==> src/hw/rtl/ple_pkg.sv <==
`timescale 1ns / 1ps

package ple_pkg;

  localparam int DATA_W = 32;
  localparam int POS_W  = 11;
  localparam int LEN_W  = 11;

  localparam logic [DATA_W-1:0] NEG_ONE = {DATA_W{1'b1}};

  typedef enum logic [1:0] {
    CMD_INSERT = 2'd0,
    CMD_REMOVE = 2'd1,
    CMD_MOVE   = 2'd2,
    CMD_QUERY  = 2'd3
  } cmd_t;

  typedef enum logic [1:0] {
    ST_OK    = 2'd0,
    ST_RANGE = 2'd1,
    ST_FULL  = 2'd2
  } status_t;

  typedef enum logic [3:0] {
    S_IDLE,
    S_DECODE,
    S_QCAP,
    S_MVCAP,
    S_SH_PRIME,
    S_SH_RUN,
    S_WR_VAL,
    S_WR_MOVED,
    S_REM_FIN,
    S_SC_PRIME,
    S_SC_RUN,
    S_DONE
  } state_t;

  typedef struct packed {
    logic load;
    logic set_result;
    logic rd_pos;
    logic cap_query;
    logic cap_moved;
    logic sh_prime;
    logic sh_run;
    logic wr_val;
    logic wr_moved;
    logic rem_fin;
    logic max_clear;
    logic sc_prime;
    logic sc_run;
  } ctl_t;

  typedef struct packed {
    cmd_t cmd;
    logic err;
    logic no_shift;
    logic shift_last;
    logic scan_last;
    logic count_one;
  } stat_t;

endpackage

==> src/hw/rtl/ple_ctrl.sv <==
`timescale 1ns / 1ps

module ple_ctrl (
  input  logic          clk,
  input  logic          rst,
  input  logic          start,
  input  ple_pkg::stat_t st,
  output ple_pkg::ctl_t  ctl,
  output logic          busy,
  output logic          done
);

  ple_pkg::state_t state, state_next;

  always_ff @(posedge clk) begin
    if (rst) begin
      state <= ple_pkg::S_IDLE;
    end else begin
      state <= state_next;
    end
  end

  always_comb begin
    state_next = state;
    unique case (state)
      ple_pkg::S_IDLE: begin
        if (start) state_next = ple_pkg::S_DECODE;
      end
      ple_pkg::S_DECODE: begin
        if (st.err) begin
          state_next = ple_pkg::S_DONE;
        end else begin
          unique case (st.cmd)
            ple_pkg::CMD_INSERT: state_next = st.no_shift ? ple_pkg::S_WR_VAL
                                                          : ple_pkg::S_SH_PRIME;
            ple_pkg::CMD_REMOVE: state_next = st.no_shift ? ple_pkg::S_REM_FIN
                                                          : ple_pkg::S_SH_PRIME;
            ple_pkg::CMD_MOVE:   state_next = ple_pkg::S_MVCAP;
            ple_pkg::CMD_QUERY:  state_next = ple_pkg::S_QCAP;
            default:             state_next = ple_pkg::S_DONE;
          endcase
        end
      end
      ple_pkg::S_QCAP:     state_next = ple_pkg::S_DONE;
      ple_pkg::S_MVCAP:    state_next = st.no_shift ? ple_pkg::S_DONE : ple_pkg::S_SH_PRIME;
      ple_pkg::S_SH_PRIME: state_next = ple_pkg::S_SH_RUN;
      ple_pkg::S_SH_RUN: begin
        if (st.shift_last) begin
          unique case (st.cmd)
            ple_pkg::CMD_INSERT: state_next = ple_pkg::S_WR_VAL;
            ple_pkg::CMD_REMOVE: state_next = ple_pkg::S_REM_FIN;
            ple_pkg::CMD_MOVE:   state_next = ple_pkg::S_WR_MOVED;
            default:             state_next = ple_pkg::S_DONE;
          endcase
        end
      end
      ple_pkg::S_WR_VAL:   state_next = ple_pkg::S_DONE;
      ple_pkg::S_WR_MOVED: state_next = ple_pkg::S_DONE;
      ple_pkg::S_REM_FIN:  state_next = st.count_one ? ple_pkg::S_DONE : ple_pkg::S_SC_PRIME;
      ple_pkg::S_SC_PRIME: state_next = ple_pkg::S_SC_RUN;
      ple_pkg::S_SC_RUN: begin
        if (st.scan_last) state_next = ple_pkg::S_DONE;
      end
      ple_pkg::S_DONE:     state_next = ple_pkg::S_IDLE;
      default:             state_next = ple_pkg::S_IDLE;
    endcase
  end

  always_comb begin
    ctl  = '0;
    busy = 1'b1;
    done = 1'b0;
    unique case (state)
      ple_pkg::S_IDLE: begin
        busy     = 1'b0;
        ctl.load = start;
      end
      ple_pkg::S_DECODE: begin
        ctl.set_result = 1'b1;
        ctl.rd_pos     = 1'b1;
      end
      ple_pkg::S_QCAP:     ctl.cap_query = 1'b1;
      ple_pkg::S_MVCAP:    ctl.cap_moved = 1'b1;
      ple_pkg::S_SH_PRIME: ctl.sh_prime  = 1'b1;
      ple_pkg::S_SH_RUN:   ctl.sh_run    = 1'b1;
      ple_pkg::S_WR_VAL:   ctl.wr_val    = 1'b1;
      ple_pkg::S_WR_MOVED: ctl.wr_moved  = 1'b1;
      ple_pkg::S_REM_FIN: begin
        ctl.rem_fin   = 1'b1;
        ctl.max_clear = st.count_one;
      end
      ple_pkg::S_SC_PRIME: ctl.sc_prime  = 1'b1;
      ple_pkg::S_SC_RUN:   ctl.sc_run    = 1'b1;
      ple_pkg::S_DONE:     done          = 1'b1;
      default:             busy          = 1'b1;
    endcase
  end

endmodule

==> config.mk <==
export PLATFORM = sky130hd
export DESIGN_NAME = ple_ctrl
export DESIGN_NICKNAME = d
export VERILOG_FILES = /design/src/hw/rtl/ple_pkg.sv /design/src/hw/rtl/ple_ctrl.sv
export SDC_FILE = /design/constraint.sdc
export NUM_CORES = 1
export LEC_CHECK = 0
export BUFFER_PORTS_ARGS = -buffer_cell sky130_fd_sc_hd__buf_2
export CORE_AREA = 2 2 39 41
export CTS_CLUSTER_SIZE = 28
export DETAILED_ROUTE_END_ITERATION = 6
export DIE_AREA = 0 0 41 43
export PLACE_DENSITY = 0.68
export SLEW_MARGIN = 20
export SYNTH_ARGS = -nofsm -noshare
export SYNTH_HDL_FRONTEND = slang
export SYNTH_SLANG_ARGS = --single-unit
==> constraint.sdc <==
create_clock -name clk -period 1.66 [get_ports clk]
set_input_delay 0.083 -clock clk [delete_from_list [all_inputs] [get_ports clk]]
set_output_delay 0.083 -clock clk [all_outputs]
set_load 0.02 [all_outputs]
Word-level counts from Yosys, hierarchy flattened
Cells that the tools add are included.
{ "word_totals": {"regBits": 4, "elab_cells": 46, "output_inout_bits": 15, "input_bits": 10} }
{ "classes": {"n_eq_ne": 17, "mux": 24, "reduce_logical": 4} }
{ "ops": {"columns": ["cell", "n"], "rows": [
  ["one-hot mux 4 bit (9 select lines)", 1],
  ["2-to-1 mux 4 bit", 6],
  ["== test 4 x 3 -> 1 bit (second input constant)", 4],
  ["== test 4 bit (second input constant)", 4],
  ["one-hot mux 4 bit (4 select lines)", 1],
  ["one-hot mux 4 bit (3 select lines)", 1],
  ["2-to-1 mux 1 bit", 11],
  ["== test 4 x 2 -> 1 bit (second input constant)", 2],
  ["2-to-1 mux 2 bit", 4],
  ["inequality test 2 bit (second input constant)", 3],
  ["== test 2 bit (second input constant)", 2],
  ["== test 4 x 1 -> 1 bit (second input constant)", 1],
  ["logical NOT 4 bit", 1],
  ["AND reduction 3 bit", 1],
  ["OR reduction 3 bit", 1],
  ["== test 2 x 1 -> 1 bit (second input constant)", 1],
  ["logical NOT 2 bit", 1]
]} }

Logic depth before layout (Yosys ltp)
Gate-level depths: netlist of the first run.
{ "logic_depth": {"word_depth": 4, "depth_mapped": 6, "mapped_depth_nobuf": 4} }

Worst setup path after synthesis of the first run
No wires, ideal clock.
{ "synth_timing": {"path_type": "reg-to-reg", "startpoint": "register state[2]", "endpoint": "register state[1]", "stages_incl_launch_ff": 6, "setup_time_ns": 0.074, "arrival_ns": 1.476, "t_required_ns": 1.586, "path_slack_ns": 0.110, "period_less_slack_ns": 1.550, "cell_sequence": "dfxtp_1 > buf_2 > buf_2 > nor3_1 > nor3_1 > a31oi_1"} }
{ "synth_via": {"elab_chain_len": 3} }
{ "synth_rtl": {"columns": ["item", "line", "rtl"], "rows": [
  ["start: declaration", "ple_ctrl.sv:13", "ple_pkg::state_t state, state_next;"],
  ["start signal: assignment", "ple_ctrl.sv:17", "state <= ple_pkg::S_IDLE;"],
  ["start signal: assignment", "ple_ctrl.sv:19", "state <= state_next;"],
  ["== test 4 x 3 -> 1 bit (tied with other cells)", "ple_ctrl.sv:25", "unique case (state)"],
  ["OR reduction 3 bit (no source line) / inequality test 2 bit (equally long branches)", null, null],
  ["one-hot mux 4 bit (9 select lines) / AND reduction 3 bit (equally long branches)", null, null]
]} }
Several ways; a longest one is shown, not always the timed one.
A chain may end at the register's enable or synchronous reset.

==> summary.txt, run 1 <==
Placed design
  • GP Congestion: 0.8686
  • Post-Place Setup Slack: 157.1 ps
  • DP Cell Count: 114
  • Detailed placement HPWL: 1095 um
  • Number of port buffers: 24

Layout
  • Top Registers: state (4)
  • NumNets Final: 113
  • Area growth from synthesis to layout: 33.25%
  • Ratio of cells with drive above 1 in the final layout: 40.59%
  • Most flops, register: state
  • Ant. Diodes: 0
  • Post-layout util: 48.55%
  • Max reg flops: 4
  • Fillcell total: 145
  • Non-Filler Instances: 117

Global route
  • Largest net degree at the start of global routing: 16
  • GRT overflow: 0
  • Antenna violations before repair: 0
  • Global-route wire length before repair: 2242 um
  • Number of global-route vias before repair: 530
  • Total GRT Usage: 18.56%

Clocking
  • Clock Latency Late Sink: 240 ps
  • CTS tree: built
  • H-tree depth: 1
  • Num CTS Buffers: 3
  • Post-cts hold buffer count: 0
  • Clock buffer depth: 2
  • Clk Tree Root Cell: clkbuf_4
  • Sink Count: 4
  • Clock transition at path regs: 40 ps

Pwr
  • Pwr dens: 1621 nW/um2
  • VDD IR max: 0.5247 mV
  • P_leak: 0.3343 nW

STA
  • Final min period: 1494 ps
  • Layout Skew: 1.887 ps
  • Peak Freq: 0.6692 GHz
  • Max Slew Vio Count: 0
  • Post-Route Setup TNS: 0 ps
  • Slew headroom: 76.00%
  • Endpoints failing setup: 0
  • Final period util: 90.01%
  • Fin worst setup slack: 165.8 ps
  • Slew @ Worst Pin: 359.5 ps
  • Unrepaired setup endpoints after global routing: no
  • Final hold violations: 0

Critical path
  • Max Fanout on Critical Path: 10
  • Worst EP required: 1580 ps
  • Worst Path Class, Setup: reg -> out
  • Crit path launch type: flip-flop
  • Slack of the worst reg-to-reg path: 210 ps
  • Crit end category: output port
  • WP data arrival: 1410 ps

Run status
  • Status: completed

Synthesis
  • Post-synth top area cell: dfxtp_1
  • Most frequent cell after synthesis: nor2_1
  • Synth Register Bits: 4
  • Post-Syn Nets: 85
  • Seq/Total Area, Yosys: 15.88%
  • Synth Instances: 75
  • Top cells by area, synth: dfxtp_1 (16%), nor3_1 (8.9%), nor2_1 (7.4%), nand2_1 (6.0%), a31oi_1 (5.0%)
  • Number of synthesized flops with an enable pin: 0
  • Warnings from Yosys: 0
  • Avg Inst Size Synth: 6.723 um2
  • Post-synth design cell area: 504.2 um2
  • Synth top area share: 15.88%
  • Synth cell types: 32
  • Main flop type after synthesis: dfxtp_1
  • Share of synthesized registers carrying an async set or reset: 0%
  • Synth cell count leaders: nor2_1 (10), nor3_1 (9), nand2_1 (8)

Routing
  • DR pass1 iterations: 4
  • Initial drt markers: 13
  • Wirelength per Cell: 12.30 um
  • Final WL: 1439 um
  • ANT nets after route: 0
  • Vias: 642
  • DR DRC count: 0
  • Avg Vias per Cell: 5.487

Floorplanning
  • Area of the core: 1384 um2
  • Die width: 41 um
  • Row Count: 14
  • Die Span Y: 43 um
  • Die Area: 1763 um2
  • Initial core utilization: 36.44%
  • Num ports: 25

Run
  • Number of max-cap violations: 0

Hold path
  • Hold crit path type: in -> reg
## timing repair
item / in CTS / in global routing
buffers inserted: 0 / 0
resized for setup: 0 / 1
setup endpoints to repair: 0 / 1
## where the power goes
| part | switching, mW | leakage [nW] | internal, mW | total, mW |
|---|---|---|---|---|
| sequential | 0.0912 | 0.0334 | 0.134 | 0.225 |
| clock | 0.0433 | 0.0138 | 0.0811 | 0.124 |
| combinational | 0.438 | 0.287 | 0.301 | 0.739 |
## cell usage in the layout, fill, tap and decap left out
cell type	n
a211oi_1	2
a311oi_1	1
a21oi_1	2
nor3b_1	1
inv_1	3
dfxtp_2	1
or3_4	1
nor3_1	9
nor4_1	1
o21a_1	1
or3b_1	1
or3_1	1
a21o_1	2
a2111o_1	2
o21bai_1	1
nor2b_1	2
nor2_1	10
nand2_1	8
a2bb2oi_2	1
o21ai_2	1
dfxtp_1	3
and3b_2	1
nand2b_1	2
a21oi_2	1
o21ai_0	3
clkbuf_4	3
buf_2	24
inv_2	1
nand2b_2	1
a31oi_1	4
and3_1	1
buf_4	5
nand2b_4	1
## area by class of cell
type	instances	area, um2	area share (%)
multi-input combinational	61	375.4	55.87
timing repair buffer	29	157.7	23.46
sequential	4	81.33	12.10
inverter	4	15.01	2.235
tap	16	20.02	2.980
clock buffer	3	22.52	3.352
## metrics by stage
| step | cell area [um2] | total power [mW] | hold slack (ps) |
|---|---|---|---|
| after floorplan | 504.2 | 0.7474 | 247.0 |
| after global routing | 671.9 | 1.172 | 149.2 |
| after CTS | 670.6 | 1.089 | 121.6 |
| after global placement | 648.1 | 0.9553 | 367.2 |
| final | 671.9 | 1.089 | 116.5 |
| after detailed placement | 648.1 | 0.9620 | 368.3 |
## cells by family after synthesis
kind of cell           share of synthesized area [%]
flip-flops                                     15.88
AO/OA/AOI/OAI                                  31.51
AND/OR/NAND/NOR                                42.93
buffers and inverters                          9.674
## critical path, stage by stage, from the launching register on
cell and delay (ps):
dfxtp_1 530, nand2b_2 190, nor3_1 240, buf_2 220
## layer usage
metal  global-route usage, %  share of wire [%]  up-vias
met2                   27.81                 45       30
met1                   25.00                 46      284
li1                        -                  -      324
met4                   10.00                1.5        0
met3                   1.571                6.6        4
met5                       0                  0        -
## path summary, 6_finish.rpt
| path | startpoint | endpoint | depth (start not counted) |
|---|---|---|---|
| worst max-delay path | state[0] | ctl[10] | 3 |
| worst min-delay path | st[0] | state[1] | 3 |
| worst max register to register | state[0] | state[0] | 4 |
| worst min register to register | state[0] | state[3] | 3 |
(Power assumes the default switching activity.)
==> run 2: changes to the inputs <==
--- a/config.mk
+++ b/config.mk
@@ -5,12 +5,13 @@
 export SDC_FILE = /design/constraint.sdc
 export NUM_CORES = 1
 export LEC_CHECK = 0
+export ABC_AREA = 1
 export BUFFER_PORTS_ARGS = -buffer_cell sky130_fd_sc_hd__buf_2
 export CORE_AREA = 2 2 39 41
 export CTS_CLUSTER_SIZE = 28
 export DETAILED_ROUTE_END_ITERATION = 6
 export DIE_AREA = 0 0 41 43
-export PLACE_DENSITY = 0.68
+export PLACE_DENSITY = 0.67
 export SLEW_MARGIN = 20
 export SYNTH_ARGS = -nofsm -noshare
 export SYNTH_HDL_FRONTEND = slang
==> constraint.sdc (replaced) <==
create_clock -name clk -period 1.9 [get_ports clk]
set_input_delay 0.095 -clock clk [delete_from_list [all_inputs] [get_ports clk]]
set_output_delay 0.095 -clock clk [all_outputs]
set_load 0.02 [all_outputs]
==> run 2 against run 1 <==
Effect of this change:
- critical path depth up 1
- final cell count up 17%
- first-iteration DRC count down 15%
- global-route usage down 1.5 points
- critical path type unchanged
- critical endpoint is now ctl[12]
- area after synthesis down 2.0%
- die area unchanged
- largest cell class unchanged
==> summary.txt, run 2 <==
Critical path
  • Crit end category: output port
  • CP Launch Point: state[1]
  • Worst EP required: 1800 ps (+220 ps)
  • Worst r2r src: state[1]
  • WP data arrival: 1280 ps (-130 ps)
  • Max Fanout on Critical Path: 8 (-2)
  • Crit path launch type: flip-flop
  • Worst Path Class, Setup: reg -> out

Global route
  • Largest net degree at the start of global routing: 9 (-7)
  • Antenna violations before repair: 0 (unchanged)
  • Number of global-route vias before repair: 530 (unchanged)
  • GRT overflow: 0 (unchanged)
  • Global-route wire length before repair: 2021 um (-9.9%)
  • Total GRT Usage: 17.05% (-1.5 points)

STA
  • Final hold slack: 64.80 ps (-51.74 ps)
  • Endpoints failing setup: 0 (unchanged)
  • Unrepaired setup endpoints after global routing: no
  • Peak Freq: 0.7249 GHz
  • Final hold violations: 0 (unchanged)
  • Post-Route Setup TNS: 0 ps (unchanged)
  • Layout Skew: 0.9541 ps (-0.9325 ps)
  • Final period util: 72.61%
  • Slew @ Worst Pin: 323.2 ps (-36.35 ps)
  • Max Slew Vio Count: 0 (unchanged)
  • Final min period: 1380 ps
  • Fin worst setup slack: 520.4 ps (+354.7 ps)
  • Slew headroom: 78.38% (+2.4 points)

Clocking
  • H-tree depth: 1 (unchanged)
  • Post-cts hold buffer count: 0 (unchanged)
  • Clk Tree Root Cell: clkbuf_4
  • Sink Count: 4 (unchanged)
  • Num CTS Buffers: 3 (unchanged)
  • Clock Latency Late Sink: 230 ps (about the same)
  • PostCTS Resize Cnt: 0 (unchanged)
  • Buffer count from post-CTS setup fixing: 0 (unchanged)
  • Clock transition at path regs: 40 ps (about the same)
  • CTS tree: built
  • Clock buffer depth: 2 (unchanged)

Layout
  • NumNets Final: 133 (+18%)
  • Ratio of cells with drive above 1 in the final layout: 31.40% (-9.2 points)
  • Final Cell Area: 638.1 um2 (-5.0%)
  • Post-layout util: 46.11% (-2.4 points)
  • Commonest non-fill, non-tap cell in the layout: nand2_1
  • Top Registers: state (4)
  • Area growth from synthesis to layout: 29.11%
  • Most flops, register: state
  • Commonest cells after routing, fill and taps aside: nand2_1 (26), buf_2 (24), inv_1 (16)
  • Max reg flops: 4 (unchanged)
  • Ant. Diodes: 0 (unchanged)
  • Non-Filler Instances: 137 (+17%)
  • Fillcell total: 158 (+9.0%)

Pwr
  • P_leak: 0.4180 nW (+25%)
  • Sw Pwr: 560.1 uW (-2.2%)
  • VDD IR max: 0.9520 mV (+81%)
  • Cell-internal power: 408.4 uW (-21%)
  • Clock share of power: 10.8% (-0.6 points)
  • Register share of total power: 17.5% (-3.2 points)
  • Combinational power share: 71.7% (+3.8 points)
  • Pwr dens: 1518 nW/um2 (-6.4%)
  • Total power: 968.5 uW (-11%)
  • Net Sw Frac: 57.83% (+5.2 points)

Synthesis
  • Synth cell count leaders: nand2_1 (26), inv_1 (16), nand3_1 (13), nor2_1 (13)
  • Post-synth design cell area: 494.2 um2 (-2.0%)
  • Warnings from Yosys: 0 (unchanged)
  • Most frequent cell after synthesis: nand2_1
  • Main flop type after synthesis: dfxtp_1
  • Share of synthesized registers carrying an async set or reset: 0% (unchanged)
  • Synth Register Bits: 4 (unchanged)
  • Avg Inst Size Synth: 5.148 um2 (-23%)
  • Synth Instances: 96 (+28%)
  • Synth cell types: 16 (-50%)
  • Post-synth top area cell: nand2_1
  • Number of synthesized flops with an enable pin: 0 (unchanged)
  • Top cells by area, synth: nand2_1 (20%), dfxtp_1 (16%), nand3_1 (13%), inv_1 (12%), nor2_1 (9.9%)
  • Seq/Total Area, Yosys: 16.20% (+0.32 points)
  • Post-Syn Nets: 106 (+25%)
  • Synth top area share: 19.75% (+3.9 points)

Floorplanning
  • Die Area: 1763 um2 (unchanged)
  • Num ports: 25 (unchanged)
  • Row Count: 14 (unchanged)
  • Area of the core: 1384 um2 (unchanged)
  • Die Span Y: 43 um (unchanged)
  • Die width: 41 um (unchanged)
  • Initial core utilization: 35.71% (-0.72 points)

Routing
  • Initial drt markers: 11 (-2)
  • Wirelength per Cell: 9.577 um (-22%)
  • Vias: 650 (+1.2%)
  • Final WL: 1312 um (-8.8%)
  • ANT nets after route: 0 (unchanged)
  • Avg Vias per Cell: 4.745 (-14%)
  • DR DRC count: 0 (unchanged)
  • DR pass1 iterations: 4 (unchanged)

Hold path
  • Hold crit path type: in -> reg
  • Min-delay src: rst

Placed design
  • DP Cell Count: 134 (+18%)
  • GP Congestion: 0.8824 (+1.6%)
  • Detailed placement HPWL: 1124 um (+2.6%)
  • Placed inst area: 615.6 um2 (-5.0%)
  • Post-Place Setup Slack: 595.5 ps (+438.4 ps)
  • Number of port buffers: 24 (unchanged)

Run status
  • Status: completed

Run
  • Number of max-cap violations: 0 (unchanged)
[run 2: final timing paths]
kind | cells after the start | end | slack (ps)
min | 2 | state[0] | 60
min reg2reg | 4 | state[0] | 720
max reg2reg | 8 | state[1] | 600
max | 4 | ctl[12] | 520
[run 2: routing by layer]
layer | share of wire (%) | vias to the layer above | global-route usage [%]
met5 | 0 | - | 0
met2 | 52 | 16 | 27.50
li1 | - | 348 | -
met4 | 1.3 | 0 | 12.00
met1 | 42 | 284 | 19.55
met3 | 4.3 | 2 | 1.571
[run 2: layout make-up]
| type | count | area (um2) | share of cell area [%] |
|---|---|---|---|
| clock buffers | 3 | 22.52 | 3.529 |
| repair buffers | 24 | 120.1 | 18.82 |
| well taps | 16 | 20.02 | 3.137 |
| inverters | 19 | 71.32 | 11.18 |
| flip-flops and latches | 4 | 80.08 | 12.55 |
| multi-input cells | 71 | 324.1 | 50.78 |
[run 2: power by group through the flow]
stage | clock, mW | combinational (mW) | sequential [mW]
6_report | 0.104 | 0.694 | 0.170
4_1_cts | 0.110 | 0.701 | 0.169
3_3_place_gp | 0 | 0.690 | 0.170
2_1_floorplan | 0 | 0.567 | 0.150
3_5_place_dp | 0 | 0.698 | 0.170
5_1_grt | 0.115 | 0.793 | 0.175
[run 2: cell families after synthesis]
kind of cell,count (synthesis),share of synthesized area [%]
buffers and inverters,21,18.23
AO/OA/AOI/OAI,9,9.619
AND/OR/NAND/NOR,62,55.95
flip-flops,4,16.20
[run 2: worst max-delay path: stages, from the launching register on]
cell	delay [ps]
dfxtp_1	360
nor2_1	300
nand2_1	120
nor2_1	100
buf_2	170
==> run 3: changes to the inputs <==
==> constraint.sdc (replaced) <==
create_clock -name clk -period 1.37 [get_ports clk]
set_input_delay 0.0685 -clock clk [delete_from_list [all_inputs] [get_ports clk]]
set_output_delay 0.0685 -clock clk [all_outputs]
set_load 0.02 [all_outputs]
==> run 3 against run 2 <==
Effect of this change:
- critical path depth grew 1
- via count shrank 0.46%
- count of clock-buffer cells in the layout unchanged
- clock power grew 37%
- clock skew about the same
- sequential share of layout area grew 0.26 points
- hold slack worse by 34 ps
- sequential power rose by 49%
- register-to-register slack got worse by 450 ps
- final cell count did not move
- combinational power up 42%
==> summary.txt, run 3 (synthesis results as in run 2) <==
Routing
  • Vias: 647 (-0.46%)
  • Wirelength per Cell: 9.606 um (+0.30%)
  • Final WL: 1316 um (+0.30%)
  • ANT nets after route: 0 (unchanged)
  • Avg Vias per Cell: 4.723 (-0.46%)
  • DR DRC count: 0 (unchanged)
  • DR pass1 iterations: 4 (unchanged)
  • Initial drt markers: 14 (+3)

Critical path
  • WP data arrival: 1180 ps (-100 ps)
  • Crit end category: output port
  • Crit path launch type: flip-flop
  • Worst Path Class, Setup: reg -> out
  • R2R depth: 8 (unchanged)
  • Max Fanout on Critical Path: 6 (-2)
  • Worst EP required: 1300 ps (-500 ps)
  • Slack of the worst reg-to-reg path: 150 ps (-450 ps)
  • Worst r2r src: state[1]
  • Reg-to-reg endpoint: state[1]

Clocking
  • Clock buffer depth: 2 (unchanged)
  • Clock Latency Late Sink: 230 ps (about the same)
  • CTS tree: built
  • Buffer count from post-CTS setup fixing: 0 (unchanged)
  • Post-cts hold buffer count: 0 (unchanged)
  • Clock transition at path regs: 40 ps (about the same)
  • H-tree depth: 1 (unchanged)
  • Sink Count: 4 (unchanged)
  • Num CTS Buffers: 3 (unchanged)
  • Clk Tree Root Cell: clkbuf_4

Pwr
  • Register share of total power: 18.4% (+0.9 points)
  • P_leak: 0.4202 nW (+0.54%)
  • Net Sw Frac: 57.68% (-0.15 points)
  • Cell-internal power: 584.3 uW (+43%)
  • Combinational power share: 71.3% (-0.4 points)
  • Pwr dens: 2110 nW/um2 (+39%)
  • Clock share of power: 10.3% (-0.5 points)
  • VDD IR max: 1.468 mV (+54%)
  • Sw Pwr: 796.3 uW (+42%)

Layout
  • NumNets Final: 133 (unchanged)
  • Non-Filler Instances: 137 (unchanged)
  • Most flops, register: state
  • Register Area: 83.83 um2 (+4.7%)
  • Commonest cells after routing, fill and taps aside: nand2_1 (25), buf_2 (24), inv_1 (16)
  • Ant. Diodes: 0 (unchanged)
  • Commonest non-fill, non-tap cell in the layout: nand2_1
  • Max reg flops: 4 (unchanged)
  • Area growth from synthesis to layout: 32.41%
  • Area of the multi-input gates: 336.6 um2 (+3.9%)
  • Ratio of cells with drive above 1 in the final layout: 38.02% (+6.6 points)
  • Fillcell total: 155 (-1.9%)
  • Top Registers: state (4)

Global route
  • GRT overflow: 0 (unchanged)
  • Antenna violations before repair: 0 (unchanged)
  • Total GRT Usage: 16.85% (-0.20 points)
  • GRT met2 Usage: 26.25% (-1.3 points)
  • M3 GR Usage: 1.571% (unchanged)
  • Number of global-route vias before repair: 539 (+1.7%)
  • Met1 Usage GRT: 19.55% (unchanged)
  • Largest net degree at the start of global routing: 9 (unchanged)
  • Global-route wire length before repair: 1994 um (-1.3%)
  • Busiest grt layer: met2

Floorplanning
  • Die Span Y: 43 um (unchanged)
  • Die width: 41 um (unchanged)
  • Initial core utilization: 35.71% (unchanged)
  • Area of the core: 1384 um2 (unchanged)
  • Row Count: 14 (unchanged)
  • Die Area: 1763 um2 (unchanged)
  • Num ports: 25 (unchanged)

STA
  • Final hold violations: 0 (unchanged)
  • Fin worst setup slack: 124.2 ps (-396.2 ps)
  • Peak Freq: 0.8027 GHz
  • Final min period: 1246 ps
  • Post-Route Setup TNS: 0 ps (unchanged)
  • Max Slew Vio Count: 0 (unchanged)
  • Endpoints failing setup: 0 (unchanged)
  • Slew @ Worst Pin: 208.6 ps (-114.6 ps)
  • Layout Skew: 0.7671 ps (-0.1870 ps)
  • Final hold slack: 31.30 ps (-33.50 ps)
  • Final period util: 90.93%
  • Unrepaired setup endpoints after global routing: no
  • Slew headroom: 86.08% (+7.7 points)

Run status
  • Status: completed

Hold path
  • Hold Path Stages: 2 (unchanged)
  • Min-delay src: rst
  • Worst hold endpoint: state[0]
  • Hold crit path type: in -> reg

Placed design
  • Post-Place Setup Slack: 58.81 ps (-536.7 ps)
  • Detailed placement HPWL: 1113 um (-0.96%)
  • GP Congestion: 0.8825 (about the same)
  • DP Cell Count: 134 (unchanged)
  • Number of port buffers: 24 (unchanged)

Run
  • Number of max-cap violations: 0 (unchanged)
-- run 3: changes by cell type in the layout (fill, tap and decap cells not counted) --
cell / before / now
nor2_1: 13 / 9
dfxtp_1: 4 / 1
dfxtp_2: 0 / 3
nand2_2: 3 / 4
nand2_1: 26 / 25
nor2_2: 4 / 8
-- run 3: critical path, cell delays in order, from the launching register on --
cell and delay [ps]:
dfxtp_1 380, inv_2 100, nor2_2 150, nand3_1 110
inv_1 60, buf_2 150
-- run 3: per-stage QoR --
| stage | total power [mW] | cell area, um2 | utilization (%) |
|---|---|---|---|
| finish | 1.381 | 654.4 | 47.29 |
| CTS | 1.365 | 640.6 | 46.29 |
| global placement | 1.193 | 615.6 | 44.48 |
| detailed placement | 1.203 | 615.6 | 44.48 |
| floorplan | 0.9948 | 494.2 | - |
| global route | 1.540 | 654.4 | 47.29 |
-- run 3: power groups by stage --
| stage | sequential, mW | combinational, mW | clock (mW) |
|---|---|---|---|
| floorplan | 0.209 | 0.786 | 0 |
| global placement | 0.236 | 0.958 | 0 |
| detailed placement | 0.238 | 0.965 | 0 |
| CTS | 0.240 | 0.972 | 0.153 |
| global route | 0.259 | 1.12 | 0.160 |
| finish | 0.254 | 0.984 | 0.142 |
-- run 3: cell type report --
| cell class | instances | share of cell area [%] |
|---|---|---|
| timing repair buffer | 24 | 18.36 |
| inverter | 19 | 10.90 |
| clock buffer | 3 | 3.442 |
| multi-input combinational | 71 | 51.43 |
| sequential | 4 | 12.81 |
| tap | 16 | 3.059 |
-- run 3: timing repair --
action	4_1_cts	5_1_grt
cloned	0	0
endpoints found under the setup margin	1	14
gates resized for setup	1	7
pin swaps	0	1
-- run 3: routing by layer --
| metal | vias up | wire (um) |
|---|---|---|
| met1 | 282 | 555 |
| met4 | 0 | 17 |
| met2 | 15 | 691 |
| li1 | 348 | - |
| met3 | 2 | 52 |
| met5 | - | 0 |
-- run 3: worst max path at each step --
| stage | from | slack [ps] | to |
|---|---|---|---|
| floorplan | state[1] | 100 | state[0] |
| global placement | state[1] | 120 | state[1] |
| detailed placement | state[1] | 60 | state[1] |
| CTS | state[1] | 10 | ctl[9] |
| global route | state[1] | 10 | state[0] |
| finish | state[3] | 120 | ctl[2] |
